==> src/hw/rtl/tcw_pkg.sv <==
// Shared types, codes and constants of the text console writer.
package tcw_pkg;

    // Field widths of the item and result channels.
    localparam int ACTION_W    = 2;
    localparam int CHAR_W      = 8;
    localparam int COLUMN_W    = 7;
    localparam int ROW_FIELD_W = 5;
    localparam int COLOR_W     = 4;
    localparam int INDEX_W     = 11;
    localparam int POS_W       = 11;
    localparam int ATTR_W      = 8;
    localparam int CELL_W      = CHAR_W + ATTR_W;

    // Configuration port.
    localparam int CFG_INDEX_W = 1;
    localparam int CFG_DATA_W  = COLOR_W;
    localparam logic [CFG_INDEX_W-1:0] CFG_TEXT_COLOR  = 1'b0;
    localparam logic [CFG_INDEX_W-1:0] CFG_PAPER_COLOR = 1'b1;

    // Reset values of the color registers.
    localparam logic [COLOR_W-1:0] TEXT_COLOR_RESET  = 4'd15;
    localparam logic [COLOR_W-1:0] PAPER_COLOR_RESET = 4'd0;

    // Character codes with a special meaning.
    localparam logic [CHAR_W-1:0] NEWLINE_CODE = 8'd10;
    localparam logic [CHAR_W-1:0] SPACE_CODE   = 8'd32;

    // Default screen geometry.
    localparam int COLUMNS_DEF = 80;
    localparam int ROWS_DEF    = 25;

    // Item actions.
    typedef enum logic [ACTION_W-1:0] {
        ACT_PUT   = 2'd0,
        ACT_CLEAR = 2'd1,
        ACT_SET   = 2'd2,
        ACT_READ  = 2'd3
    } action_t;

    // Commands from the controller to the datapath.
    typedef struct packed {
        logic load_item;
        logic exec;
        logic sweep_step;
        logic finish;
    } cmd_t;

    // Status from the datapath to the controller.
    typedef struct packed {
        logic sweep_needed;
        logic sweep_last;
        logic out_free;
    } status_t;

endpackage

==> src/hw/rtl/tcw_ctrl.sv <==
// Controller state machine of the text console writer.
module tcw_ctrl (
    input  logic             clk,
    input  logic             rst_n,
    input  logic             item_valid,
    output logic             item_ready,
    input  tcw_pkg::status_t status,
    output tcw_pkg::cmd_t    cmd
);

    typedef enum logic [2:0] {
        ST_INIT,
        ST_IDLE,
        ST_EXEC,
        ST_SWEEP,
        ST_FINISH
    } state_t;

    state_t state_reg;
    state_t state_next;

    // Next state, handshake and datapath commands.
    always_comb
    begin
        state_next     = state_reg;
        item_ready     = 1'b0;
        cmd.load_item  = 1'b0;
        cmd.exec       = 1'b0;
        cmd.sweep_step = 1'b0;
        cmd.finish     = 1'b0;
        unique case (state_reg)
            ST_INIT:
            begin
                cmd.sweep_step = 1'b1;
                if (status.sweep_last)
                begin
                    state_next = ST_IDLE;
                end
            end
            ST_IDLE:
            begin
                item_ready    = 1'b1;
                cmd.load_item = item_valid;
                if (item_valid)
                begin
                    state_next = ST_EXEC;
                end
            end
            ST_EXEC:
            begin
                cmd.exec = 1'b1;
                if (status.sweep_needed)
                begin
                    state_next = ST_SWEEP;
                end
                else
                begin
                    state_next = ST_FINISH;
                end
            end
            ST_SWEEP:
            begin
                cmd.sweep_step = 1'b1;
                if (status.sweep_last)
                begin
                    state_next = ST_FINISH;
                end
            end
            ST_FINISH:
            begin
                // The result goes out and the next item may enter in the same cycle.
                if (status.out_free)
                begin
                    cmd.finish    = 1'b1;
                    item_ready    = 1'b1;
                    cmd.load_item = item_valid;
                    if (item_valid)
                    begin
                        state_next = ST_EXEC;
                    end
                    else
                    begin
                        state_next = ST_IDLE;
                    end
                end
            end
            default:
            begin
                state_next = ST_IDLE;
            end
        endcase
    end

    // State register; reset starts the clearing pass over the cell store.
    always_ff @(posedge clk or negedge rst_n)
    begin
        if (!rst_n)
        begin
            state_reg <= ST_INIT;
        end
        else
        begin
            state_reg <= state_next;
        end
    end

endmodule

==> config.mk <==
export PLATFORM = sky130hd
export DESIGN_NAME = tcw_ctrl
export DESIGN_NICKNAME = d
export VERILOG_FILES = /design/src/hw/rtl/tcw_pkg.sv /design/src/hw/rtl/tcw_ctrl.sv
export SDC_FILE = /design/constraint.sdc
export NUM_CORES = 1
export LEC_CHECK = 0
export BUFFER_PORTS_ARGS = -buffer_cell sky130_fd_sc_hd__buf_2
export CORE_AREA = 2 2 39 41
export CTS_CLUSTER_SIZE = 30
export DETAILED_ROUTE_END_ITERATION = 6
export DIE_AREA = 0 0 41 43
export HOLD_SLACK_MARGIN = 0.15
export PLACE_DENSITY = 0.45
export RECOVER_POWER = 100
export SYNTH_ARGS = -nofsm -noshare
export SYNTH_HDL_FRONTEND = slang
export SYNTH_SLANG_ARGS = --single-unit
==> constraint.sdc <==
create_clock -name clk -period 1.8 [get_ports clk]
set_input_delay 0.27 -clock clk [delete_from_list [all_inputs] [get_ports clk]]
set_output_delay 0.27 -clock clk [all_outputs]
set_load 0.05 [all_outputs]
* After elaboration in Yosys (flattened, before gate mapping)
Index checks and enable logic that the tools add are counted.
** Storage, ports and cells
- Bits of input ports :: 6
- Output and inout port bits :: 5
- Register bits :: 3
- Word-level logic and storage cells :: 26
** Operators by class
- Reductions and logical operators :: 3
- Mux-type cells :: 14
- Eq/ne operators :: 8
** Operator list (count)
- $mux W3 :: 5
- $pmux W3 S5 :: 1
- $ne A2 B2 Y1 const B :: 4
- $eq A3 B2 Y1 const B :: 2
- $mux W1 :: 5
- $pmux W1 S2 :: 2
- $reduce_and A4 Y1 :: 1
- $eq A3 B1 Y1 const B :: 1
- $eq A3 B3 Y1 const B :: 1
- $logic_not A3 Y1 :: 1
- $mux W2 :: 1
- $reduce_or A2 Y1 :: 1

* Logic depth before layout (Yosys ltp)
- Depth after elaboration :: 3
- Gate-level depth with buffers :: 4
- Depth with buffers taken out :: 3

* Least setup slack after synthesis
OpenSTA, ideal clock, no wires.
- Kind :: reg2out
- From :: register state_reg[0]
- To :: output port cmd[3] (netlist bit)
- Required time :: 1530 ps
- Stages on the path, launching flop included :: 5
- Slack :: -220 ps
- Buffers on the path :: 1
- Data arrival time :: 1750 ps
- Cell sequence :: dfrtp_1 > buf_2 > nor2b_1 > mux2i_1 > nor3_1
** RTL lines
- start, declared :: line tcw_ctrl.sv:19 : state_t state_reg;
- start signal, assigned :: line tcw_ctrl.sv:103 : state_reg <= state_next;
- end, declared :: line tcw_ctrl.sv:8 : output tcw_pkg::cmd_t cmd

==> results.json <==
{
  "vias_per_cell": 4.035,
  "fp-row-count": 14,
  "vertical_die_dimension_um": 43,
  "clkTransAtPathRegs_ns": 0.04,
  "detail-route-antenna-nets": 0,
  "fillers": 166,
  "fin_tns_setup_ns": 0,
  "starting_density_pct": 17.63,
  "route.final.wire_length_um": 587,
  "grt_remaining_overflow": 0,
  "number_of_remaining_drc_errors": 0,
  "clock-root-buffer": "clkbuf_4",
  "antenna_violations_before_repair": 0,
  "yosys.area_share.adder_pct": 0,
  "hold_viol_final": 0,
  "cts_tree": "yes",
  "synth_top_cell_by_area": "dfrtp_1",
  "post-synth-top-area-fraction_pct": 30.77,
  "yosysWarningCount": 0,
  "multi_input_area_um2": 146.4,
  "wl_per_cell_um": 10.30,
  "maxSlewHeadroom_pct": 74.06,
  "critPathMaxFanout": 11,
  "fp.dieW_um": 41,
  "synth.area.mux_share_pct": 8.205,
  "worst_clock_skew_ns": 0.002548,
  "fin_crit_sh_pct": 94.05,
  "register_bit_count_reported_by_yosys": 3,
  "synth.lib_cells_used.distinct": 19,
  "finalWorstPathRequiredPeriod_ns": 1.693,
  "synth.area.top_cells": "dfrtp_1 31%, mux2i_1 8.2%, nor2b_1 7.7%",
  "cp_required_ns": 1.53,
  "finalSetupViolations": 0,
  "worst_pin_slew_ns": 0.3794,
  "yosysSeqAreaShare_pct": 30.77,
  "h-tree-depth": 1,
  "firstDrtPassIters": 1,
  "area_growth_pct": 35.38,
  "cp-end-kind": "output pin",
  "clkLatencyLatePin_ns": 0.24,
  "fmax_mhz": 590.7,
  "post_cts_resized": 0,
  "timing.critical_path.arrival_ns": 1.42,
  "place_congestion": 0.6982,
  "unrepaired_setup_endpoints_after_global_routing": "no",
  "mappedNetlistArea_um2": 244.0,
  "holdCritPathClass": "primary input to flop",
  "io_pins": 11,
  "post_synth_and_or_nand_nor_area_fraction_pct": 29.74,
  "cts_buffers": 3,
  "cts_buffer_depth": 2,
  "cts_sinks": 3,
  "num-nets-final": 48,
  "grt_pass1_vias": 217,
  "avgSynthCellArea_um2": 8.413,
  "grt_pass1_wl_um": 931,
  "synth_compound_area_share_pct": 16.41,
  "maxCapViolCount": 0,
  "postSynthNetCount": 35,
  "timing.final.max_slew_violations": 0,
  "status": "complete, no violations",
  "share_of_cells_above_drive_strength_1_pct": 31.71,
  "groute.usage.overall_pct": 8.543,
  "n_antenna_cell": 0,
  "layout.area.seq_um2": 75.07,
  "first_iter_violations": 0,
  "netlist_instances": 29,
  "detailed_route_via_count": 230,
  "dpl.hpwl_um": 395.2,
  "dominant_combinational_cell_family_by_area_after_synthesis": "simple AND/OR/NAND/NOR gates",
  "worstSetupPathType": "flop to output pin",
  "critical_path.startpoint_type": "flop",
  "port-buffer-count": 10,
  "die-area_um2": 1763,
  "largest_reg_flops": 3,
  "synthXorXnorAreaFrac_pct": 3.590,
  "core-area_um2": 1384,
  "largest_net_degree_at_the_start_of_global_routing": 12
}
## layout by cell type (no fill, tap or decap)
cell	instances
nor3_1	1
nor2_1	4
inv_1	1
clkbuf_2	4
a22o_1	1
o32ai_1	1
nand2_1	2
nor2b_1	3
buf_2	5
dlygate4sd3_1	1
a2111oi_0	1
and3_1	1
nor3b_1	1
mux2i_1	2
nor3_2	1
clkbuf_4	3
dfrtp_1	3
xor2_1	1
o21ai_0	1
clkbuf_1	2
a311oi_1	1
or2b_1	1
## Yosys cell counts
cell	count
a2111oi_0	1
a22o_1	1
a311oi_1	1
and3_1	1
buf_2	1
buf_4	1
buf_6	1
dfrtp_1	3
inv_1	1
mux2i_1	2
nand2_1	2
nor2_1	4
nor2b_1	3
nor3_1	2
nor3b_1	1
o21ai_0	1
o32ai_1	1
or2b_1	1
xor2_1	1
## metal layers
metal	vias up	wire length [um]	part of all wire (%)	track usage [%]
li1	125	-	-	-
met1	90	322	55	13.23
met2	11	191	33	7.187
met3	4	48	8.2	1.571
met4	0	25	4.3	12.00
met5	-	0	0	0
## final timing paths
check | start | endpoint | slack [ns] | cells after the start
max | state_reg[1] | cmd[2] | 0.11 | 3
min | status[0] | state_reg[0] | 0.34 | 3
max reg2reg | state_reg[1] | state_reg[0] | 0.53 | 3
min reg2reg | state_reg[2] | state_reg[0] | 0.69 | 1
max in group asynchronous | rst_n | state_reg[0] | 1.30 | 2
min in group asynchronous | rst_n | state_reg[1] | 0.36 | 2
## critical path, cell delays in order (launching register included)
cell	delay (ns)
dfrtp_1	0.56
or2b_1	0.28
nor2_1	0.08
buf_2	0.26
## area by class of cell
| type | instances | area share [%] |
|---|---|---|
| tap | 16 | 6.061 |
| clock buffer | 4 | 7.955 |
| timing repair buffer | 11 | 17.80 |
| inverter | 1 | 1.136 |
| multi-input combinational | 22 | 44.32 |
| sequential | 3 | 22.73 |
## logic make-up after synthesis
logic type | Yosys count
flip-flops | 3
multiplexers | 2
AND/OR/NAND/NOR | 14
buffers and inverters | 4
AO/OA/AOI/OAI | 5
XOR/XNOR | 1
## timing repair
item,4_1_cts,5_1_grt
buffers inserted,0,0
hold buffers,1,0
endpoints found under the hold margin,3,0
## through the flow
stage / util, % / area, um^2 / setup WS [ns] / cells / hold slack, ns
6_report: 23.87 / 330.3 / 0.1071 / 57 / 0.3426
5_1_grt: 23.87 / 330.3 / 0.03296 / 57 / 0.3814
4_1_cts: 23.96 / 331.6 / 0.1104 / 57 / 0.3430
3_5_place_dp: 21.34 / 295.3 / 0.3744 / 52 / 0.06615
3_3_place_gp: 21.34 / 295.3 / 0.3858 / 52 / 0.06746
2_1_floorplan: - / 249.0 / 0.1613 / 29 / -0.02559
Power is left out: the tool's default activity adds up to more than one toggle a clock period on the data nets, which glitch-free logic cannot reach.
